**src/rtl/assert_macros.svh**
```systemverilog
// Assertion macros used by the controller of the Fock matrix builder.
// Depends on nothing; include by bare file name.
`ifndef ASSERT_MACROS_SVH
`define ASSERT_MACROS_SVH

// Property that must hold at every rising clock edge outside reset.
`define FMB_ASSERT(name, clk, rst, prop, msg) \
   name: assert property (@(posedge clk) disable iff (rst) (prop)) \
      else $error(msg);

// Condition that must never be seen at a rising clock edge outside reset.
`define FMB_NEVER(name, clk, rst, cond, msg) \
   name: assert property (@(posedge clk) disable iff (rst) !(cond)) \
      else $error(msg);

`endif

```
**src/rtl/fmb_pkg.sv**
```systemverilog
// Package for the Fock matrix builder: sizes, codes, command struct, chi rules.
// Depends on nothing.
package fmb_pkg;

   localparam int ORB_PER_ATOM = 4;
   localparam int MAX_ATOMS    = 8;
   localparam int SIDE         = 32;
   localparam int IDX_BITS     = $clog2(SIDE);
   localparam int ADDR_BITS    = 2 * IDX_BITS;
   localparam int DEPTH        = SIDE * SIDE;
   localparam int ORB_BITS     = (ORB_PER_ATOM > 1) ? $clog2(ORB_PER_ATOM) : 1;
   localparam int DIM_BITS     = IDX_BITS + 1;
   localparam int ATOM_BITS    = 4;
   localparam int ATOMS_USED   = (MAX_ATOMS < SIDE / ORB_PER_ATOM) ? MAX_ATOMS
                                                                  : SIDE / ORB_PER_ATOM;
   localparam int WORD_BITS    = 32;
   localparam int VALUE_BITS   = 32;
   localparam int FRAC_BITS    = 16;
   localparam int LIMBS        = 4;
   localparam int LIMB_BITS    = 2;
   localparam int PROD_BITS    = LIMBS * WORD_BITS;
   localparam int ACC_BITS     = 192;
   localparam int H_SHIFT      = 3 * FRAC_BITS;

   localparam logic [1:0] KIND_LOAD_H   = 2'd0;
   localparam logic [1:0] KIND_LOAD_D   = 2'd1;
   localparam logic [1:0] KIND_LOAD_I   = 2'd2;
   localparam logic [1:0] KIND_COMPUTE  = 2'd3;

   localparam logic CSR_ATOM_COUNT  = 1'b0;
   localparam logic CSR_DIPOLE_GAIN = 1'b1;

   typedef enum logic [1:0] {CHI_ZERO, CHI_ONE, CHI_GAIN} chi_type;

   typedef enum logic [2:0] {
      DP_NOP, DP_STORE_H, DP_STORE_D, DP_STORE_I, DP_LOAD_H, DP_PROD, DP_GMUL, DP_ACC
   } dp_op_type;

   typedef enum logic [2:0] {
      ST_IDLE, ST_H_READ, ST_H_LOAD, ST_SCAN, ST_PROD, ST_GMUL, ST_ACC, ST_EMIT
   } ctl_state_type;

   typedef struct packed {
      dp_op_type             op;
      logic [LIMB_BITS-1:0]  limb;
      logic [ADDR_BITS-1:0]  h_addr;
      logic [ADDR_BITS-1:0]  i_addr;
      logic [ADDR_BITS-1:0]  d_addr;
      logic                  negate;
      logic                  dbl;
      logic [1:0]            ones;
      logic                  emit;
      logic [IDX_BITS-1:0]   row;
      logic [IDX_BITS-1:0]   col;
      logic                  last;
   } dp_cmd_type;

   function automatic logic [ORB_BITS-1:0] orb_of(input logic [IDX_BITS-1:0] idx);
      return ORB_BITS'(idx % ORB_PER_ATOM);
   endfunction

   function automatic logic [IDX_BITS-1:0] base_of(input logic [IDX_BITS-1:0] idx);
      return idx - IDX_BITS'(idx % ORB_PER_ATOM);
   endfunction

   // Orbital zero is the s orbital; all others are p orbitals.
   function automatic chi_type chi_code(input logic [ORB_BITS-1:0] o1,
                                        input logic [ORB_BITS-1:0] o2,
                                        input logic [ORB_BITS-1:0] o3);
      chi_type c;
      c = CHI_ZERO;
      if (o1 == o2 && o3 == '0) c = CHI_ONE;
      else if (o1 == o3 && o3 != '0 && o2 == '0) c = CHI_GAIN;
      else if (o2 == o3 && o3 != '0 && o1 == '0) c = CHI_GAIN;
      return c;
   endfunction

   function automatic logic [DIM_BITS-1:0] dim_of(input logic [ATOM_BITS-1:0] atoms);
      logic [ATOM_BITS-1:0] a;
      a = atoms;
      if (a == '0) a = ATOM_BITS'(1);
      if (a > ATOM_BITS'(ATOMS_USED)) a = ATOM_BITS'(ATOMS_USED);
      return DIM_BITS'(a * ORB_PER_ATOM);
   endfunction

endpackage

```
**src/rtl/fmb_csr.sv**
```systemverilog
// Configuration registers of the Fock matrix builder: atom count and dipole gain.
// Depends on fmb_pkg.
module fmb_csr (
   input  logic                           clock,
   input  logic                           reset,
   input  logic                           csr_we,
   input  logic                           csr_index,
   input  logic [fmb_pkg::WORD_BITS-1:0]  csr_wdata,
   output logic [fmb_pkg::ATOM_BITS-1:0]  atom_count,
   output logic [fmb_pkg::WORD_BITS-1:0]  dipole_gain
);

   logic [fmb_pkg::ATOM_BITS-1:0] atom_count_ff;
   logic [fmb_pkg::WORD_BITS-1:0] dipole_gain_ff;

   always_ff @(posedge clock) begin
      if (reset) begin
         atom_count_ff  <= fmb_pkg::ATOM_BITS'(1);
         dipole_gain_ff <= '0;
      end else if (csr_we) begin
         unique case (csr_index)
            fmb_pkg::CSR_ATOM_COUNT:
               atom_count_ff <= csr_wdata[fmb_pkg::ATOM_BITS-1:0];
            fmb_pkg::CSR_DIPOLE_GAIN:
               dipole_gain_ff <= csr_wdata;
            default: ;
         endcase
      end
   end

   assign atom_count  = atom_count_ff;
   assign dipole_gain = dipole_gain_ff;

endmodule

```
**config.mk**
```make
export PLATFORM = sky130hd
export DESIGN_NAME = fmb_csr
export DESIGN_NICKNAME = d
export VERILOG_FILES = /design/src/rtl/assert_macros.svh /design/src/rtl/fmb_pkg.sv /design/src/rtl/fmb_csr.sv
export SDC_FILE = /design/constraint.sdc
export NUM_CORES = 1
export LEC_CHECK = 0
export ABC_AREA = 1
export BUFFER_PORTS_ARGS = -buffer_cell sky130_fd_sc_hd__buf_2
export CAP_MARGIN = 20
export CORE_MARGIN = 2
export CORE_UTILIZATION = 49
export CTS_BUF_LIST = sky130_fd_sc_hd__clkbuf_8
export DETAILED_ROUTE_END_ITERATION = 16
export GPL_TIMING_DRIVEN = 0
export PLACE_DENSITY = 0.89
export SLEW_MARGIN = 20
export SYNTH_ARGS = -nofsm -noshare
export SYNTH_HDL_FRONTEND = slang
export SYNTH_SLANG_ARGS = --single-unit
```
**constraint.sdc**
```tcl
create_clock -name clock -period 1.3 [get_ports clock]
set_input_delay 0.26 -clock clock [delete_from_list [all_inputs] [get_ports clock]]
set_output_delay 0.26 -clock clock [all_outputs]
set_load 0.02 [all_outputs]
```
==> summary.txt <==
Routing
  – Number of detailed-routing iterations run before antenna repair: 4
  – Post-DR vias/cell: 5.02
  – Routed Antenna Nets: 0
  – Total routed wirelength: 3290 µm
  – Total via count after detailed routing: 1,390
  – Post-DR wirelength/cell: 11.9 µm
  – Initial drt markers: 67
  – Post-route DRC: 0

Synth
  – Cell area after synthesis: 1340 µm²
  – Flip-flop and latch count after synthesis: 36
  – Cell types occupying the most area after synthesis: dfxtp_1, nand3_1, a21oi_1
  – Part of the Yosys area used for sequential elements: 54.0%
  – Post-synth cell types: 11
  – Cell type with the highest aggregate area in the netlist: dfxtp_1
  – Synth Net Count: 206
  – Post-Synthesis Cells: 170
  – Synthesis Warnings: 0
  – Top cell type's share of synthesized area: 54.0%
  – Mean area per synthesized cell: 7.85 µm²

Finish
  – P&R area growth vs syn: 35.6%
  – Register area: 721 µm²
  – Share of final-layout standard cells stronger than drive strength 1: 35.6%
  – Final cell count without fillers: 277
  – Antenna cells: 0
  – Number of nets in the layout: 282
  – Fill cell count: 221
  – Area of combinational cells with multiple inputs: 512 µm²
  – Fraction of the core area covered by cells at the end of the flow: 71.8%

Global routing
  – Number of global-route vias before repair: 1,272
  – Wire length of the first global-routing pass: 5480 µm
  – Aggregate global-route resource usage: 21.7%
  – Number of antenna violations at the first check in global routing: 0
  – Remaining global-route overflow: 0
  – Maximum number of pins on one net before global-route repair: 12

Clocking
  – Total setup buffers inserted after CTS: 0
  – Number of sinks on the clock net: 36
  – Number of buffers between clock root and the deepest sink: 2
  – Clock latency on the worst-skew pair: 0.28 ns
  – TritonCTS clock tree: built
  – Clock root buffer master: clkbuf_8
  – Clk slew on worst S/H paths: 0.07 ns
  – Number of buffers added by the clock tree synthesis step: 5
  – Htree depth: 2
  – Post-CTS Resized: 0
  – Number of hold buffers added after cts: 0

Setup path
  – Category of the worst setup path launch point: register
  – Required time reported for the critical path endpoint: 1.04 ns
  – Critical-path top delay cell: dfxtp_1
  – Signal arrival time at the worst endpoint: 0.80 ns
  – Family with the most delay on the worst path: flip-flops
  – Crit path buffers/inverters: 1
  – Critical-path maximum fanout: 2
  – Largest incremental delay on the critical path: 0.34 ns
  – Worst Setup Path Type: register to output pin
  – Type of element capturing the critical path: output pin
  – Critical Path, Cell by Cell: buf_2

STA
  – Minimum clock period: 1.06 ns
  – Count of final hold-check violations: 0
  – Fin Setup TNS: 0 ns
  – FMAX: 942 MHz
  – Clock Skews: 0 ns
  – Unrepaired setup endpoints after global routing: no
  – Number of setup violations in the final report: 0
  – Final WS setup: 0.238 ns
  – Remaining max-slew budget at the tightest pin: 70.7%
  – Fin crit share: 81.7%
  – Worst-margin pin slew: 0.440 ns
  – Max-slew violation total from the final report: 0

Die
  – Initial standard-cell utilization of the core: 52.9%
  – Floorplan die width: 56.2 µm
  – Number of I/O pins: 72
  – Row cnt: 18
  – Full die area: 3160 µm²
  – Overall die height: 56.2 µm
  – Placeable core region: 2520 µm²

Pwr
  – Design Power: 2320 µW
  – Leakage power total: 0.000883 µW
  – Power Dens Cells: 1280 nW/µm²
  – VDD IR-drop max: 0.00101 V

Placement
  – Post-placement cell count: 269
  – Detailed placement HPWL: 2400 µm
  – Input/output buffers: 69
  – Last weighted congestion value of the routability-driven placer: 0.728
  – Post-placement worst setup slack: 0.193 ns

Worst hold path
  – Worst min-delay path category: input port to register

Run status
  – Run status: completed

Job
  – Max Cap Violations: 0
==> registers in the layout, indices dropped and copies added (netlist names) <==
name / count
atom_count: 4
dipole_gain: 32
==> synthesized netlist by cell type <==
master	n
a21oi_1	32
buf_1	1
buf_2	7
buf_4	4
clkbuf_1	3
dfxtp_1	36
inv_1	6
nand2_1	36
nand3_1	37
nor2_1	7
o21ai_0	1
==> per-stage QoR <==
| step | area, µm² | hold WS [ns] |
|---|---|---|
| finish | 1810 | 0.228 |
| global route | 1810 | 0.231 |
| CTS | 1810 | 0.228 |
| detailed placement | 1720 | 0.448 |
| global placement | 1720 | 0.445 |
| floorplan | 1340 | 0.412 |
==> cell families after synthesis <==
group,after synthesis,share of synthesized area [%]
and+or+nand+nor,80,26.0
AOI/OAI and AO/OA,33,12.4
buffers and inverters,21,7.68
DFF,36,54.0
==> placed cells by master (no fill, tap or decap) <==
cell type,instances
a21oi_1,32
buf_1,1
buf_2,76
buf_4,4
clkbuf_1,3
clkbuf_8,6
clkinv_2,2
dfxtp_1,36
inv_1,6
nand2_1,36
nand3_1,37
nor2_1,7
o21ai_0,1
==> path summary, 6_finish.rpt <==
path | startpoint | to | slack [ns] | cells past startpoint
max | dipole_gain[8] | dipole_gain[8] | 0.24 | 1
min reg2reg | dipole_gain[21] | dipole_gain[21] | 0.46 | 2
min | csr_wdata[26] | dipole_gain[26] | 0.23 | 3
max reg2reg | dipole_gain[25] | dipole_gain[25] | 0.68 | 2
==> cell type report <==
type | count | share of cell area (%)
well taps | 30 | 2.07
repair buffers | 69 | 19.1
clock buffers | 6 | 4.56
multi-input cells | 113 | 28.3
clock inverters | 2 | 0.553
flip-flops and latches | 36 | 39.8
inverters | 6 | 1.24
plain buffers | 15 | 4.42
==> routing by layer <==
metal	global-route usage, %	part of all wire [%]	wire length (µm)	vias to the layer above
met1	26.6	43	1430	620
met4	7.82	1.5	48	0
met5	0	0	0	-
met3	7.44	7.3	240	6
li1	-	-	-	713
met2	35.3	48	1570	51
==> power by group <==
part	switching (µW)	internal (µW)	leakage (µW)
Sequential	25.1	1160	0.000295
Combinational	207	131	0.000537
Clock	379	422	0.0000510
Total	611	1710	0.000883
No activity file was read; power rests on OpenSTA's default activity.
