<file path="config.mk">
export PLATFORM = sky130hd
export DESIGN_NAME = fmb_ctrl
export DESIGN_NICKNAME = d
export VERILOG_FILES = /design/src/rtl/fmb_pkg.sv /design/src/rtl/fmb_ctrl.sv
export VERILOG_INCLUDE_DIRS = /design/src /design/src/rtl
export SDC_FILE = /design/constraint.sdc
export NUM_CORES = 1
export LEC_CHECK = 0
export BUFFER_PORTS_ARGS = -buffer_cell sky130_fd_sc_hd__buf_2
export CAP_MARGIN = 25
export CELL_PAD_IN_SITES_DETAIL_PLACEMENT = 1
export CELL_PAD_IN_SITES_GLOBAL_PLACEMENT = 1
export CORE_ASPECT_RATIO = 0.75
export CORE_MARGIN = 2
export CORE_UTILIZATION = 45
export CTS_BUF_LIST = sky130_fd_sc_hd__clkbuf_8
export DETAILED_ROUTE_END_ITERATION = 16
export GPL_ROUTABILITY_DRIVEN = 0
export MAX_ROUTING_LAYER = met4
export PLACE_DENSITY_LB_ADDON = 0.15
export SETUP_SLACK_MARGIN = 0.2
export SLEW_MARGIN = 20
export SYNTH_ARGS = -nofsm -noshare
export SYNTH_HDL_FRONTEND = slang
export SYNTH_SLANG_ARGS = --single-unit
export TNS_END_PERCENT = 5
</file>
<file path="constraint.sdc">
create_clock -name clock -period 5.7 [get_ports clock]
set_clock_uncertainty 0.05 [all_clocks]
set_input_delay 0 -clock clock [delete_from_list [all_inputs] [get_ports clock]]
set_output_delay 0 -clock clock [all_outputs]
set_load 0.05 [all_outputs]
</file>
<file path="src/rtl/assert_macros.svh">
// Assertion macros used by the controller of the Fock matrix builder.
// Depends on nothing; include by bare file name.
`ifndef ASSERT_MACROS_SVH
`define ASSERT_MACROS_SVH

// Property that must hold at every rising clock edge outside reset.
`define FMB_ASSERT(name, clk, rst, prop, msg) \
   name: assert property (@(posedge clk) disable iff (rst) (prop)) \
      else $error(msg);

// Condition that must never be seen at a rising clock edge outside reset.
`define FMB_NEVER(name, clk, rst, cond, msg) \
   name: assert property (@(posedge clk) disable iff (rst) !(cond)) \
      else $error(msg);

`endif

</file>
<file path="src/rtl/fmb_pkg.sv">
// Package for the Fock matrix builder: sizes, codes, command struct, chi rules.
// Depends on nothing.
package fmb_pkg;

   localparam int ORB_PER_ATOM = 4;
   localparam int MAX_ATOMS    = 8;
   localparam int SIDE         = 32;
   localparam int IDX_BITS     = $clog2(SIDE);
   localparam int ADDR_BITS    = 2 * IDX_BITS;
   localparam int DEPTH        = SIDE * SIDE;
   localparam int ORB_BITS     = (ORB_PER_ATOM > 1) ? $clog2(ORB_PER_ATOM) : 1;
   localparam int DIM_BITS     = IDX_BITS + 1;
   localparam int ATOM_BITS    = 4;
   localparam int ATOMS_USED   = (MAX_ATOMS < SIDE / ORB_PER_ATOM) ? MAX_ATOMS
                                                                  : SIDE / ORB_PER_ATOM;
   localparam int WORD_BITS    = 32;
   localparam int VALUE_BITS   = 32;
   localparam int FRAC_BITS    = 16;
   localparam int LIMBS        = 4;
   localparam int LIMB_BITS    = 2;
   localparam int PROD_BITS    = LIMBS * WORD_BITS;
   localparam int ACC_BITS     = 192;
   localparam int H_SHIFT      = 3 * FRAC_BITS;

   localparam logic [1:0] KIND_LOAD_H   = 2'd0;
   localparam logic [1:0] KIND_LOAD_D   = 2'd1;
   localparam logic [1:0] KIND_LOAD_I   = 2'd2;
   localparam logic [1:0] KIND_COMPUTE  = 2'd3;

   localparam logic CSR_ATOM_COUNT  = 1'b0;
   localparam logic CSR_DIPOLE_GAIN = 1'b1;

   typedef enum logic [1:0] {CHI_ZERO, CHI_ONE, CHI_GAIN} chi_type;

   typedef enum logic [2:0] {
      DP_NOP, DP_STORE_H, DP_STORE_D, DP_STORE_I, DP_LOAD_H, DP_PROD, DP_GMUL, DP_ACC
   } dp_op_type;

   typedef enum logic [2:0] {
      ST_IDLE, ST_H_READ, ST_H_LOAD, ST_SCAN, ST_PROD, ST_GMUL, ST_ACC, ST_EMIT
   } ctl_state_type;

   typedef struct packed {
      dp_op_type             op;
      logic [LIMB_BITS-1:0]  limb;
      logic [ADDR_BITS-1:0]  h_addr;
      logic [ADDR_BITS-1:0]  i_addr;
      logic [ADDR_BITS-1:0]  d_addr;
      logic                  negate;
      logic                  dbl;
      logic [1:0]            ones;
      logic                  emit;
      logic [IDX_BITS-1:0]   row;
      logic [IDX_BITS-1:0]   col;
      logic                  last;
   } dp_cmd_type;

   function automatic logic [ORB_BITS-1:0] orb_of(input logic [IDX_BITS-1:0] idx);
      return ORB_BITS'(idx % ORB_PER_ATOM);
   endfunction

   function automatic logic [IDX_BITS-1:0] base_of(input logic [IDX_BITS-1:0] idx);
      return idx - IDX_BITS'(idx % ORB_PER_ATOM);
   endfunction

   // Orbital zero is the s orbital; all others are p orbitals.
   function automatic chi_type chi_code(input logic [ORB_BITS-1:0] o1,
                                        input logic [ORB_BITS-1:0] o2,
                                        input logic [ORB_BITS-1:0] o3);
      chi_type c;
      c = CHI_ZERO;
      if (o1 == o2 && o3 == '0) c = CHI_ONE;
      else if (o1 == o3 && o3 != '0 && o2 == '0) c = CHI_GAIN;
      else if (o2 == o3 && o3 != '0 && o1 == '0) c = CHI_GAIN;
      return c;
   endfunction

   function automatic logic [DIM_BITS-1:0] dim_of(input logic [ATOM_BITS-1:0] atoms);
      logic [ATOM_BITS-1:0] a;
      a = atoms;
      if (a == '0) a = ATOM_BITS'(1);
      if (a > ATOM_BITS'(ATOMS_USED)) a = ATOM_BITS'(ATOMS_USED);
      return DIM_BITS'(a * ORB_PER_ATOM);
   endfunction

endpackage

</file>
<file path="src/rtl/fmb_ctrl.sv">
// Controller of the Fock matrix builder: walks columns and the Coulomb and
// exchange index spaces, skips zero chi terms and sequences the datapath.
// Depends on fmb_pkg and assert_macros.svh.
`include "assert_macros.svh"
module fmb_ctrl (
   input  logic                          clock,
   input  logic                          reset,
   input  logic                          start,
   input  logic [1:0]                    req_kind,
   input  logic [fmb_pkg::IDX_BITS-1:0]  req_row_index,
   input  logic [fmb_pkg::ATOM_BITS-1:0] atom_count,
   output logic                          busy,
   output fmb_pkg::dp_cmd_type           cmd
);

   localparam int IB = fmb_pkg::IDX_BITS;
   localparam int OB = fmb_pkg::ORB_BITS;
   localparam logic [OB-1:0] ORB_MAX = OB'(fmb_pkg::ORB_PER_ATOM - 1);

   fmb_pkg::ctl_state_type state_ff, state_in;
   logic [IB-1:0] p_ff, p_in, q_ff, q_in, i1_ff, i1_in;
   logic [OB-1:0] i0_ff, i0_in, i2_ff, i2_in, i3_ff, i3_in;
   logic          coul_ff, coul_in;
   logic [1:0]    gains_ff, gains_in, ones_ff, ones_in;
   logic [fmb_pkg::LIMB_BITS-1:0] limb_ff, limb_in;

   logic [fmb_pkg::DIM_BITS-1:0] n;
   logic [IB-1:0] n_last, lim1, bp, bq, br;
   logic [OB-1:0] op, oq, ou_x;
   fmb_pkg::chi_type ca, cb;
   logic          l0, l1, l2, l3, adv_done, accept, col_last;
   logic [IB-1:0] i_row, i_col, d_row, d_col;

   assign n      = fmb_pkg::dim_of(atom_count);
   assign n_last = IB'(n - fmb_pkg::DIM_BITS'(1));
   assign accept = start && (state_ff == fmb_pkg::ST_IDLE);
   assign busy   = (state_ff != fmb_pkg::ST_IDLE);

   assign op   = fmb_pkg::orb_of(p_ff);
   assign oq   = fmb_pkg::orb_of(q_ff);
   assign bp   = fmb_pkg::base_of(p_ff);
   assign bq   = fmb_pkg::base_of(q_ff);
   assign br   = fmb_pkg::base_of(i1_ff);
   assign ou_x = i1_ff[OB-1:0];
   assign col_last = (q_ff == n_last);

   // Coulomb walk: i0 = t, i1 = r, i2 = s, i3 = u.
   // Exchange walk: i0 = s, i1 = u, i2 = r, i3 = t.
   always_comb begin
      if (coul_ff) begin
         ca    = fmb_pkg::chi_code(op, oq, i0_ff);
         cb    = fmb_pkg::chi_code(fmb_pkg::orb_of(i1_ff), i2_ff, i3_ff);
         i_row = bp + IB'(i0_ff);
         i_col = br + IB'(i3_ff);
         d_row = i1_ff;
         d_col = br + IB'(i2_ff);
      end else begin
         ca    = fmb_pkg::chi_code(op, i0_ff, ou_x);
         cb    = fmb_pkg::chi_code(i2_ff, oq, i3_ff);
         i_row = bq + IB'(i3_ff);
         i_col = bp + IB'(ou_x);
         d_row = bq + IB'(i2_ff);
         d_col = bp + IB'(i0_ff);
      end
   end

   assign lim1 = coul_ff ? n_last : IB'(fmb_pkg::ORB_PER_ATOM - 1);
   assign l0 = (i0_ff == ORB_MAX);
   assign l1 = (i1_ff == lim1);
   assign l2 = (i2_ff == ORB_MAX);
   assign l3 = (i3_ff == ORB_MAX);
   assign adv_done = l0 && l1 && l2 && l3;

   always_comb begin
      state_in = state_ff;
      p_in     = p_ff;
      q_in     = q_ff;
      i0_in    = i0_ff;
      i1_in    = i1_ff;
      i2_in    = i2_ff;
      i3_in    = i3_ff;
      coul_in  = coul_ff;
      gains_in = gains_ff;
      ones_in  = ones_ff;
      limb_in  = limb_ff;

      cmd        = '0;
      cmd.op     = fmb_pkg::DP_NOP;
      cmd.h_addr = {p_ff, q_ff};
      cmd.i_addr = {i_row, i_col};
      cmd.d_addr = {d_row, d_col};
      cmd.limb   = limb_ff;
      cmd.ones   = ones_ff;
      cmd.negate = !coul_ff;
      cmd.dbl    = coul_ff;
      cmd.row    = p_ff;
      cmd.col    = q_ff;
      cmd.last   = col_last;

      unique case (state_ff)
         fmb_pkg::ST_IDLE: begin
            if (accept) begin
               unique case (req_kind)
                  fmb_pkg::KIND_LOAD_H: cmd.op = fmb_pkg::DP_STORE_H;
                  fmb_pkg::KIND_LOAD_D: cmd.op = fmb_pkg::DP_STORE_D;
                  fmb_pkg::KIND_LOAD_I: cmd.op = fmb_pkg::DP_STORE_I;
                  default: begin
                     p_in = req_row_index;
                     q_in = '0;
                     if (fmb_pkg::DIM_BITS'(req_row_index) < n)
                        state_in = fmb_pkg::ST_H_READ;
                  end
               endcase
            end
         end
         fmb_pkg::ST_H_READ:
            state_in = fmb_pkg::ST_H_LOAD;
         fmb_pkg::ST_H_LOAD: begin
            cmd.op   = fmb_pkg::DP_LOAD_H;
            coul_in  = (bp == bq);
            i0_in    = '0;
            i1_in    = '0;
            i2_in    = '0;
            i3_in    = '0;
            state_in = fmb_pkg::ST_SCAN;
         end
         fmb_pkg::ST_SCAN, fmb_pkg::ST_ACC: begin
            if (state_ff == fmb_pkg::ST_ACC) cmd.op = fmb_pkg::DP_ACC;
            if (state_ff == fmb_pkg::ST_SCAN &&
                ca != fmb_pkg::CHI_ZERO && cb != fmb_pkg::CHI_ZERO) begin
               ones_in  = 2'(ca == fmb_pkg::CHI_ONE) + 2'(cb == fmb_pkg::CHI_ONE);
               gains_in = 2'(ca == fmb_pkg::CHI_GAIN) + 2'(cb == fmb_pkg::CHI_GAIN);
               state_in = fmb_pkg::ST_PROD;
            end else begin
               state_in = fmb_pkg::ST_SCAN;
               if (!adv_done) begin
                  i3_in = l3 ? '0 : i3_ff + OB'(1);
                  if (l3) i2_in = l2 ? '0 : i2_ff + OB'(1);
                  if (l3 && l2) i1_in = l1 ? '0 : i1_ff + IB'(1);
                  if (l3 && l2 && l1) i0_in = i0_ff + OB'(1);
               end else if (coul_ff) begin
                  coul_in = 1'b0;
                  i0_in   = '0;
                  i1_in   = '0;
                  i2_in   = '0;
                  i3_in   = '0;
               end else begin
                  state_in = fmb_pkg::ST_EMIT;
               end
            end
         end
         fmb_pkg::ST_PROD: begin
            cmd.op   = fmb_pkg::DP_PROD;
            limb_in  = '0;
            state_in = (gains_ff != 2'd0) ? fmb_pkg::ST_GMUL : fmb_pkg::ST_ACC;
         end
         fmb_pkg::ST_GMUL: begin
            cmd.op = fmb_pkg::DP_GMUL;
            if (limb_ff == fmb_pkg::LIMB_BITS'(fmb_pkg::LIMBS - 1)) begin
               limb_in  = '0;
               gains_in = gains_ff - 2'd1;
               if (gains_ff == 2'd1) state_in = fmb_pkg::ST_ACC;
            end else begin
               limb_in = limb_ff + fmb_pkg::LIMB_BITS'(1);
            end
         end
         fmb_pkg::ST_EMIT: begin
            cmd.emit = 1'b1;
            if (col_last) begin
               state_in = fmb_pkg::ST_IDLE;
            end else begin
               q_in     = q_ff + IB'(1);
               state_in = fmb_pkg::ST_H_READ;
            end
         end
         default: state_in = fmb_pkg::ST_IDLE;
      endcase
   end

   always_ff @(posedge clock) begin
      if (reset) state_ff <= fmb_pkg::ST_IDLE;
      else       state_ff <= state_in;
      p_ff     <= p_in;
      q_ff     <= q_in;
      i0_ff    <= i0_in;
      i1_ff    <= i1_in;
      i2_ff    <= i2_in;
      i3_ff    <= i3_in;
      coul_ff  <= coul_in;
      gains_ff <= gains_in;
      ones_ff  <= ones_in;
      limb_ff  <= limb_in;
   end

   `FMB_ASSERT(a_compute_starts, clock, reset,
      (accept && req_kind == fmb_pkg::KIND_COMPUTE &&
       fmb_pkg::DIM_BITS'(req_row_index) < n) |=> (state_ff == fmb_pkg::ST_H_READ),
      "compute item in range did not start a row")
   `FMB_NEVER(a_gmul_has_gain, clock, reset,
      (state_ff == fmb_pkg::ST_GMUL && gains_ff == 2'd0),
      "gain multiply step with no gain factor left")
   `FMB_ASSERT(a_last_ends_row, clock, reset,
      (state_ff == fmb_pkg::ST_EMIT && col_last) |=> (state_ff == fmb_pkg::ST_IDLE),
      "row did not end after its last column")

endmodule
</file>
==> Flow_metrics.wiki, run 1 <==
{| class="wikitable"
! Metric !! Value
|-
| Result of the run || completed
|-
| Most common library cell in the layout ignoring fill and taps || buf_2
|-
| Sequential power share || 35.0%
|-
| Congestion Overflow GR || 0
|-
| Pin count of the biggest net entering global routing || 35
|-
| Worst slack at placement || 2.87 ns
|-
| Post-synthesis area per instance || roughly 8.9 um2
|-
| Antenna violations before repair || 0
|-
| Total number of vias || 2,398
|-
| Clock latency reported for the late side of the worst-skew pair || 0.29 ns
|-
| Largest delay share family, worst path || compound AO/OA/AOI/OAI gates
|-
| Arrival time worst endpoint || 2.65 ns
|-
| Count of flip-flops with a built-in enable after synthesis || 28
|-
| TritonRoute pass-1 iters || 4
|-
| Startpoint of the most critical register-to-register path || i3_ff[1]
|-
| Die X-Extent || 94.9 um
|-
| Yosys top cell by area || edfxtp_1
|-
| Residual DRC count || 0
|-
| Maximum single-stage delay on the critical path || 0.59 ns
|-
| Buffers plus inverters on the worst setup path || 2
|-
| Buffer depth of the longest clock path || 2
|-
| Most used routing layer || met2
|-
| Ys async rst share || 0%
|-
| Fraction of power consumed by combinational cells || 40.8%
|-
| Max-Slew Margin vs Limit || a little over half
|-
| Critical Path Start || i3_ff[1]
|-
| Commonest cells after routing, fill and taps aside || 65 x buf_2, 29 x nand2_1, 28 x edfxtp_1
|-
| Pwr dens || just under 300 nW/um2
|-
| Most common cell type on the critical path || inv_1
|-
| Share of layout cells above drive strength 1 || between 20% and 30%
|-
| Core Box Area || 5920 um2
|-
| Sw Pwr || just under 0.0004 W
|-
| Number of hold buffers added after CTS || 6
|-
| Number of nets produced by synthesis || 350
|-
| IO Count || 66
|-
| Share of synthesized area occupied by flip-flops and latches || 32.3%
|-
| Internal power summed over all cells || 0.000511 W
|-
| Starting density of the core || 47.2%
|-
| Largest fanout on the critical path || 11
|-
| Level count of the clock H-tree || 2
|-
| Worst Setup Slack, final || around 3.0 ns
|-
| Number of failing hold endpoints at the final stage || 0
|-
| Actual transition at the worst max-transition pin || 0.709 ns
|-
| Post-Synthesis Cell Area || around 2800 um2
|-
| Number of vias per cell || 5.51
|-
| Synth cell types || 57
|-
| Number of failing setup endpoints in the final timing report || 0
|-
| Met1 usage || between 30% and 40%
|-
| Switching Share || 43.8%
|-
| Global-route wire length before repair || 12,400 um
|-
| Minimum clock period after layout || between 2 and 3 ns
|-
| Cts repair resizes || 0
|-
| Count of clock tree sinks || 31
|-
| Buffer type at the clock tree root || clkbuf_8
|-
| Clk pin slew, worst setup/hold paths || 0.07 ns
|-
| Number of global-route vias before repair || roughly 2,400
|-
| Setup repair after global routing missed its margin || false
|-
| Static leakage || around 1.4 nW
|-
| Worst min-delay path startpoint || start
|-
| IO Port Bufs || 65
|-
| Fraction of met3 tracks used by global routing || 3.43%
|-
| Required @ worst endpoint || roughly 5.6 ns
|-
| Total Die Area || 6860 um2
|-
| Routed wirelength normalized by instance count || 17.7 um
|-
| Global Route Usage Sum || 24.5%
|-
| Main synth FF type || edfxtp_1
|-
| Number of max-capacitance violations reported || 0
|-
| Initial drt markers || 114
|-
| DPL Wire Length || 5910 um
|-
| Period utilization || 47.8%
|-
| Dominant cells by area after synthesis || edfxtp_1 30%, ha_1 9.9%, xnor2_1 7.8%
|-
| Number of diodes added for antenna fixing || 0
|-
| FF+latch count, synth || 31
|-
| Max-slew violation count || 0
|-
| Worst Setup Start Kind || register
|-
| # rows || 24
|-
| Setup bufs post-CTS || 0
|-
| Final ANT Viol Nets || 0
|-
| Area overhead of the layout relative to synthesis || 12.8%
|-
| Critical path class || register to register
|-
| Highest clock frequency the design can meet || 367 MHz
|-
| Number of buffers created by CTS || 5
|-
| Hold Crit Class || input port to register
|-
| Fraction of post-synthesis cell area in the top cell type by area || a little under a third
|-
| Final total negative setup slack || 0 ns
|-
| Critical Path End Type || register
|-
| Cells along the critical path || inv_1, ha_1, inv_1, a41oi_1, a22oi_1, o221a_1, o21ai_1
|-
| Max VDD drop || around 0.10 mV
|-
| Die H || 72.2 um
|-
| Cell with the largest stage delay on the worst path || o221a_1
|-
| Met2 track utilization from global routing || 38.2%
|-
| Post-synthesis cell count || 314
|-
| Count of synthesis-stage warnings from yosys || 0
|-
| Number of nets in the finished design || slightly below 400
|-
| TritonCTS clock tree || done
|-
| Final wirelength || 7690 um
|-
| Fraction of power consumed by the clock network || 24.2%
|}
[final cells by class]
type	count	area, um2
repair buffers	72	400
well taps	78	97.6
multi-input cells	219	1540
flip-flops and latches	31	901
inverters	27	101
clock buffers	5	68.8
clock inverters	3	38.8
fillers	740	2770
[sequential cells by signal, indices dropped and copies added, names as in the netlist]
register,count
state_ff,3
i2_ff,2
gains_ff,2
i1_ff,5
i3_ff,2
i0_ff,2
p_ff,5
ones_ff,2
coul_ff,1
limb_ff,2
q_ff,5
[power groups by stage]
stage          registers [W]  logic, W  clock network (W)
3_5_place_dp        0.000328  0.000357                  0
2_1_floorplan       0.000299  0.000315                  0
4_1_cts             0.000323  0.000363           0.000224
5_1_grt             0.000324  0.000399           0.000230
6_report            0.000318  0.000370           0.000220
3_3_place_gp        0.000327  0.000350                  0
[path summary, 6_finish.rpt]
check                 to  slack (ns)  depth (start not counted)
max             i1_ff[2]        2.97                          7
min          state_ff[0]        0.16                          4
max reg2reg     i1_ff[2]        2.97                          7
min reg2reg   limb_ff[0]        0.59                          1
[stage by stage]
stage                     hold WS [ns]  total power [W]  instance area (um2)  instances  util, %
final                            0.158         0.000909                 3150        435     53.2
after global routing             0.200         0.000953                 3150        435     53.2
after CTS                        0.144         0.000911                 3130        434     53.0
after detailed placement         0.139         0.000685                 2970        420     50.1
after global placement           0.135         0.000677                 2970        420     50.1
after floorplan                 0.0260         0.000614                 2790        314        -
[routing by layer]
layer	wire (um)	vias up	part of all wire, %
met1	3810	1172	50
met2	3560	55	46
met5	0	-	0
met3	238	8	3.1
li1	-	1163	-
met4	82	0	1.1
[logic make-up (layout without fill, tap and decap cells)]
group | count (synthesis) | after routing | synth area share, %
AND/OR/NAND/NOR | 99 | 99 | 17.8
buffers and inverters | 64 | 107 | 12.5
AO/OA/AOI/OAI | 61 | 61 | 15.4
XOR/XNOR | 37 | 37 | 12.1
flip-flops | 31 | 31 | 32.3
adder cells (fa/ha/maj) | 22 | 22 | 9.86
[synthesized netlist by cell type, drive strengths merged (3+ instances only)]
| master | number |
|---|---|
| nor3 | 11 |
| nor2 | 19 |
| clkbuf | 7 |
| inv | 27 |
| nand4 | 8 |
| nor3b | 4 |
| a21oi | 8 |
| xnor2 | 25 |
| a31oi | 3 |
| nand3 | 14 |
| buf | 30 |
| o21ai | 25 |
| nand2 | 29 |
| dfxtp | 3 |
| xor2 | 11 |
| edfxtp | 28 |
| ha | 22 |
| nor2b | 5 |
[worst register-to-register path, cell delays in order, from the launching register on]
cell and delay (ns):
edfxtp_1 0.57, inv_1 0.13, ha_1 0.22, inv_1 0.11
a41oi_1 0.14, a22oi_1 0.28, o221a_1 0.59, o21ai_1 0.33
No activity file was read; power rests on OpenSTA's default activity.
==> inputs of run 2 (changes only) <==
Settings changed: CORE_UTILIZATION 45 to 38.
Clock period 5.7 ns to 2.5 ns, I/O delays scaled along.
==> run 2 against run 1 <==
  * Largest power group unchanged
  * Critical path type unchanged
  * Sequential cell count unchanged
  * Non-clock buffer count increased by 27
  * Clock power increased by 130%
  * Utilization decreased by 6.2 points
  * First-iteration DRC count increased by 6.1%
  * Cell area increased by 7.9%
  * Highest routed layer unchanged
  * Sequential power increased by 110%
  * Largest cell class unchanged
  * Total power increased by 140%
  * Routed wire length increased by 4.2%
==> Flow_metrics.wiki, run 2 (same netlist as run 1, synthesis figures left out) <==
{| class="wikitable"
! Metric !! Value
|-
| Result of the run || completed (unchanged)
|-
| Max-slew violation count || 0 (unchanged)
|-
| Area taken by multi-input logic gates || 1560 um2 (was 1540 um2)
|-
| Startpoint of the most critical register-to-register path || i1_ff[0] (was i3_ff[1])
|-
| Final standard cell utilization of the core || 47.0% (was 53.2%)
|-
| Buffer depth of the longest clock path || 2 (unchanged)
|-
| Period utilization || 90.8% (was 47.8%)
|-
| IO Count || 66 (unchanged)
|-
| Final wirelength || 8020 um (was 7690 um)
|-
| Core Box Area || 7230 um2 (was 5920 um2)
|-
| Critical Path End Type || register (unchanged)
|-
| Initial drt markers || 121 (was 114)
|-
| Layout Cell Area excl Fill || 3400 um2 (was 3150 um2)
|-
| Number of max-capacitance violations reported || 0 (unchanged)
|-
| Number of stages on the worst hold path || 4 (unchanged)
|-
| Number of global-route vias before repair || 2,413 (was 2,388)
|-
| Worst Setup Slack, final || 0.230 ns (was 2.97 ns)
|-
| Worst Setup Start Kind || register (unchanged)
|-
| Number of nets in the finished design || 419 (was 392)
|-
| Share of layout cells above drive strength 1 || 29.4% (was 23.0%)
|-
| Antenna violations before repair || 0 (unchanged)
|-
| Final ANT Viol Nets || 0 (unchanged)
|-
| Total number of vias || 2,466 (was 2,398)
|-
| Starting density of the core || 38.6% (was 47.2%)
|-
| Number of vias per cell || 5.08 (was 5.51)
|-
| Pwr dens || 632 nW/um2 (was 288 nW/um2)
|-
| DPL Wire Length || 6310 um (was 5910 um)
|-
| FF/Latch Area || 901 um2 (unchanged)
|-
| Clk pin slew, worst setup/hold paths || 0.08 ns (was 0.07 ns)
|-
| Level count of the clock H-tree || 2 (unchanged)
|-
| Routed wirelength normalized by instance count || 16.5 um (was 17.7 um)
|-
| # rows || 27 (was 24)
|-
| Residual DRC count || 0 (unchanged)
|-
| Count of clock tree sinks || 31 (unchanged)
|-
| Max-Slew Margin vs Limit || 58.3% (was 52.7%)
|-
| Total of fill cells in the finished design || 890 (was 740)
|-
| Flop-to-flop setup slack || 0.23 ns (was 2.97 ns)
|-
| Buffer type at the clock tree root || clkbuf_8 (unchanged)
|-
| Worst min-delay path startpoint || start (unchanged)
|-
| TritonRoute pass-1 iters || 4 (unchanged)
|-
| Minimum clock period after layout || 2.27 ns (was 2.73 ns)
|-
| Global Route Usage Sum || 21.2% (was 24.5%)
|-
| Actual transition at the worst max-transition pin || 0.623 ns (was 0.709 ns)
|-
| Congestion Overflow GR || 0 (unchanged)
|-
| Required @ worst endpoint || 2.42 ns (was 5.63 ns)
|-
| Hold Crit Class || input port to register (unchanged)
|-
| Most common library cell in the layout ignoring fill and taps || buf_2 (unchanged)
|-
| Die X-Extent || 103 um (was 94.9 um)
|-
| Registers with the highest flip-flop counts || i1_ff (5), p_ff (5), q_ff (5) (unchanged)
|-
| Worst slack at placement || 0.0460 ns (was 2.87 ns)
|-
| Max VDD drop || 0.308 mV (was 0.105 mV)
|-
| Number of failing setup endpoints in the final timing report || 0 (unchanged)
|-
| Area overhead of the layout relative to synthesis || 21.7% (was 12.8%)
|-
| Area of placed instances || 3170 um2 (was 2970 um2)
|-
| Final total negative setup slack || 0 ns (unchanged)
|-
| Commonest cells after routing, fill and taps aside || 65 x buf_2, 29 x nand2_1, 28 x edfxtp_1 (unchanged)
|-
| IO Port Bufs || 65 (unchanged)
|-
| Number of diodes added for antenna fixing || 0 (unchanged)
|-
| Arrival time worst endpoint || 2.19 ns (was 2.65 ns)
|-
| Clock latency reported for the late side of the worst-skew pair || 0.29 ns (about the same)
|-
| Critical path class || register to register (unchanged)
|-
| Static leakage || 1.50 nW (was 1.36 nW)
|-
| Global-route wire length before repair || 12,700 um (was 12,400 um)
|-
| Path depth of the worst reg2reg path || 7 (unchanged)
|-
| Highest clock frequency the design can meet || 441 MHz (was 367 MHz)
|-
| End of the worst hold path || state_ff[0] (unchanged)
|-
| Number of failing hold endpoints at the final stage || 0 (unchanged)
|-
| Number of buffers created by CTS || 5 (unchanged)
|-
| Setup repair after global routing missed its margin || true (was false)
|-
| Die H || 78.2 um (was 72.2 um)
|-
| FF-to-FF End || i2_ff[0] (was i1_ff[2])
|-
| TritonCTS clock tree || done (unchanged)
|-
| Largest fanout on the critical path || 9 (was 11)
|-
| Pin count of the biggest net entering global routing || 14 (was 35)
|-
| Total Die Area || 8050 um2 (was 6860 um2)
|}
[run 2: cell types whose count changed in the layout (fill, tap and decap cells not counted)]
cell     before  now
buf_8         1    0
o221a_2       0    1
o21ai_2       0    1
ha_1         22   21
o31ai_2       0    1
ha_4          0    1
o21ai_0      23   22
o221a_1       1    0
buf_6         0    1
o31ai_1       1    0
buf_4         0   27
[run 2: power breakdown]
part,internal [W],total (W),switching (W)
combinational,0.000317,0.000986,0.000669
sequential,0.000619,0.000664,0.0000451
clock,0.000292,0.000499,0.000207
[run 2: what timing repair did]
action / CTS / global route
resized for setup: 2 / 3
setup buffers: 0 / 6
endpoints found under the hold margin: 8 / 0
pin swaps: 0 / 1
hold buffers: 6 / 0
setup endpoints to repair: 13 / 21
[run 2: final cells by class]
| class | count | area share [%] |
|---|---|---|
| Multi-Input combinational cell | 219 | 46.0 |
| Sequential cell | 31 | 26.5 |
| Timing Repair Buffer | 99 | 17.6 |
| Tap cell | 101 | 3.72 |
| Inverter | 27 | 2.98 |
| Clock buffer | 5 | 2.03 |
| Clock inverter | 3 | 1.14 |
[run 2: per-layer routing]
metal | track usage, % | vias to the layer above | share of wire, %
li1 | - | 1220 | -
met1 | 29.8 | 1166 | 50
met2 | 31.2 | 67 | 44
met3 | 4.90 | 13 | 4.9
met4 | 4.34 | 0 | 1.3
met5 | - | - | 0
[run 2: worst max-delay path by stage]
stage,startpoint,to,slack [ns],cells after the start
2_1_floorplan,coul_ff,cmd[28],0.11,4
3_3_place_gp,atom_count[1],coul_ff,0.16,9
3_5_place_dp,atom_count[1],i1_ff[2],0.05,9
4_1_cts,i1_ff[0],coul_ff,0.22,7
5_1_grt,i1_ff[0],i0_ff[0],0.13,7
6_report,i1_ff[0],i2_ff[0],0.23,7
[run 2: worst max-delay path: stages (launching register included)]
cell	delay, ns
edfxtp_1	0.43
inv_1	0.13
ha_1	0.23
nor2_1	0.08
nand4_1	0.09
nand4_2	0.16
o221a_2	0.43
o32ai_2	0.36
[run 2: through the flow]
step / hold WS [ns] / std cells / total power (W)
6_report: 0.164 / 485 / 0.00215
5_1_grt: 0.209 / 485 / 0.00226
3_5_place_dp: 0.136 / 465 / 0.00163
4_1_cts: 0.170 / 479 / 0.00214
2_1_floorplan: 0.0260 / 314 / 0.00141
3_3_place_gp: 0.134 / 465 / 0.00162
==> inputs of run 3 (changes only) <==
Settings changed: PLACE_DENSITY from default to 0.76, PLACE_DENSITY_LB_ADDON 0.15 to default.
==> run 3 against run 2 <==
  * Fmax decreased by 1.6%
  * Count of clock-buffer cells in the layout is the same
  * Non-clock buffer count grew 10
  * Total power rose by 2.2%
  * Combinational power hardly changed
  * Setup slack worse by 0.037 ns
  * Final cell count grew 2.1%
  * Worst hold slack improved by 0.036 ns
  * Routed wire length is 5.4% higher
  * Sequential power increased by 3.2%
  * Register-to-register slack worse by 0.04 ns
  * Critical endpoint is now coul_ff
  * Largest cell class unchanged
  * Largest power group unchanged
  * Highest routed layer unchanged
==> Flow_metrics.wiki, run 3 (same netlist as run 1, synthesis figures left out) <==
{| class="wikitable"
! Metric !! Value
|-
| Required @ worst endpoint || 2.42 ns (about the same)
|-
| Worst Setup Start Kind || register (unchanged)
|-
| TritonCTS clock tree || done (unchanged)
|-
| Buffer depth of the longest clock path || 2 (unchanged)
|-
| Number of buffers created by CTS || 5 (unchanged)
|-
| Number of stages on the worst hold path || 4 (unchanged)
|-
| Antenna violations before repair || 0 (unchanged)
|-
| Total number of vias || 2,564 (was 2,466)
|-
| Max-slew violation count || 0 (unchanged)
|-
| Final wirelength || 8450 um (was 8020 um)
|-
| Number of diodes added for antenna fixing || 0 (unchanged)
|-
| Area overhead of the layout relative to synthesis || 26.4% (was 21.7%)
|-
| IO Count || 66 (unchanged)
|-
| Die H || 78.2 um (unchanged)
|-
| Setup repair after global routing missed its margin || true (unchanged)
|-
| Highest clock frequency the design can meet || 434 MHz (was 441 MHz)
|-
| Largest fanout on the critical path || 5 (was 9)
|-
| Most used routing layer || met2 (unchanged)
|-
| Number of failing setup endpoints in the final timing report || 0 (unchanged)
|-
| Minimum clock period after layout || 2.31 ns (was 2.27 ns)
|-
| IO Port Bufs || 65 (unchanged)
|-
| Number of vias per cell || 5.18 (was 5.08)
|-
| Result of the run || completed (unchanged)
|-
| Area taken by multi-input logic gates || 1620 um2 (was 1560 um2)
|-
| Max-Slew Margin vs Limit || 59.6% (was 58.3%)
|-
| Number of failing hold endpoints at the final stage || 0 (unchanged)
|-
| Die X-Extent || 103 um (unchanged)
|-
| Path depth of the worst reg2reg path || 7 (unchanged)
|-
| Number of global-route vias before repair || 2,453 (was 2,413)
|-
| Fraction of met3 tracks used by global routing || 3.65% (was 4.90%)
|-
| Global-route wire length before repair || 12,800 um (was 12,700 um)
|-
| Actual transition at the worst max-transition pin || 0.604 ns (was 0.623 ns)
|-
| Pin count of the biggest net entering global routing || 13 (was 14)
|-
| Met1 usage || 30.4% (was 29.8%)
|-
| Level count of the clock H-tree || 2 (unchanged)
|-
| Pwr dens || 622 nW/um2 (was 632 nW/um2)
|-
| Arrival time worst endpoint || 2.23 ns (was 2.19 ns)
|-
| FF/Latch Area || 901 um2 (unchanged)
|-
| Most common library cell in the layout ignoring fill and taps || buf_2 (unchanged)
|-
| Static leakage || 1.57 nW (was 1.50 nW)
|-
| Clock latency reported for the late side of the worst-skew pair || 0.28 ns (was 0.29 ns)
|-
| Count of clock tree sinks || 31 (unchanged)
|-
| Hold Crit Class || input port to register (unchanged)
|-
| Commonest cells after routing, fill and taps aside || 65 x buf_2, 36 x buf_4, 29 x nand2_1 (was 65 x buf_2, 29 x nand2_1, 28 x edfxtp_1)
|-
| Final ANT Viol Nets || 0 (unchanged)
|-
| Met2 track utilization from global routing || 31.4% (was 31.2%)
|-
| Max VDD drop || 0.346 mV (was 0.308 mV)
|-
| Critical path class || register to register (unchanged)
|-
| Share of layout cells above drive strength 1 || 32.7% (was 29.4%)
|-
| Cells along the critical path || buf_4, ha_2, nand3_1, nor2_1, and3b_1, a221oi_2, nor4_2 (was inv_1, ha_1, nor2_1, nand4_1, nand4_2, o221a_2, o32ai_2)
|-
| Post-route worst hold slack || 0.201 ns (was 0.164 ns)
|-
| Residual DRC count || 0 (unchanged)
|-
| Total Die Area || 8050 um2 (unchanged)
|-
| Global Route Usage Sum || 21.1% (was 21.2%)
|-
| Core Box Area || 7230 um2 (unchanged)
|-
| Initial drt markers || 114 (was 121)
|-
| Registers with the highest flip-flop counts || i1_ff (5), p_ff (5), q_ff (5) (unchanged)
|-
| DPL Wire Length || 6320 um (was 6310 um)
|-
| # rows || 27 (unchanged)
|-
| Number of nets in the finished design || 429 (was 419)
|-
| Clk pin slew, worst setup/hold paths || 0.07 ns (was 0.08 ns)
|-
| Cell with the largest stage delay on the worst path || edfxtp_1 (unchanged)
|-
| Final total negative setup slack || 0 ns (unchanged)
|-
| Maximum single-stage delay on the critical path || 0.45 ns (was 0.43 ns)
|-
| TritonRoute pass-1 iters || 4 (unchanged)
|-
| Buffer type at the clock tree root || clkbuf_8 (unchanged)
|-
| Routed wirelength normalized by instance count || 17.1 um (was 16.5 um)
|-
| Period utilization || 92.3% (was 90.8%)
|-
| Congestion Overflow GR || 0 (unchanged)
|-
| Total of fill cells in the finished design || 877 (was 890)
|-
| Critical Path End Type || register (unchanged)
|-
| Number of max-capacitance violations reported || 0 (unchanged)
|-
| Starting density of the core || 38.6% (unchanged)
|}
run 3: worst paths after layout:
| check | startpoint | endpoint | slack (ns) |
|---|---|---|---|
| max | i3_ff[1] | coul_ff | 0.19 |
| min | start | state_ff[0] | 0.20 |
| max reg2reg | i3_ff[1] | coul_ff | 0.19 |
| min reg2reg | limb_ff[0] | limb_ff[0] | 0.56 |
run 3: metrics by stage:
stage | cell area, um2 | instances | utilization (%) | setup slack, ns | power, W
after floorplan | 2810 | 314 | - | 0.113 | 0.00141
after CTS | 3360 | 482 | 46.5 | 0.164 | 0.00214
after global routing | 3530 | 495 | 48.8 | 0.0871 | 0.00231
after global placement | 3190 | 468 | 44.2 | 0.193 | 0.00161
final | 3530 | 495 | 48.8 | 0.194 | 0.00220
after detailed placement | 3190 | 468 | 44.2 | 0.0830 | 0.00163
run 3: repair_timing:
action	4_1_cts	5_1_grt
setup endpoints to repair	11	26
endpoints found under the hold margin	8	0
hold buffers	6	0
pin swaps	0	4
gates resized for setup	1	13
buffers inserted	0	13
run 3: final cells by class:
cell class | count | area share [%]
clock buffers | 5 | 1.95
clock inverters | 3 | 1.10
inverters | 27 | 2.87
multi-input cells | 219 | 45.8
flip-flops and latches | 31 | 25.5
well taps | 101 | 3.58
repair buffers | 109 | 19.2
run 3: power by group:
group          switching, W  internal, W
registers         0.0000658     0.000619
logic              0.000666     0.000344
clock network      0.000209     0.000292
run 3: per-layer routing:
metal,vias up,share of wire [%]
li1,1230,-
met1,1258,51
met2,70,45
met3,6,3.5
met4,0,0.54
met5,-,0
run 3: worst max-delay path: cells and delay by family (launching register included):
kind	cells	cell delay, ns
AO/OA/AOI/OAI	1	0.09
flip-flops	1	0.45
buffers and inverters	1	0.18
adder cells (fa/ha/maj)	1	0.23
AND/OR/NAND/NOR	4	1.00
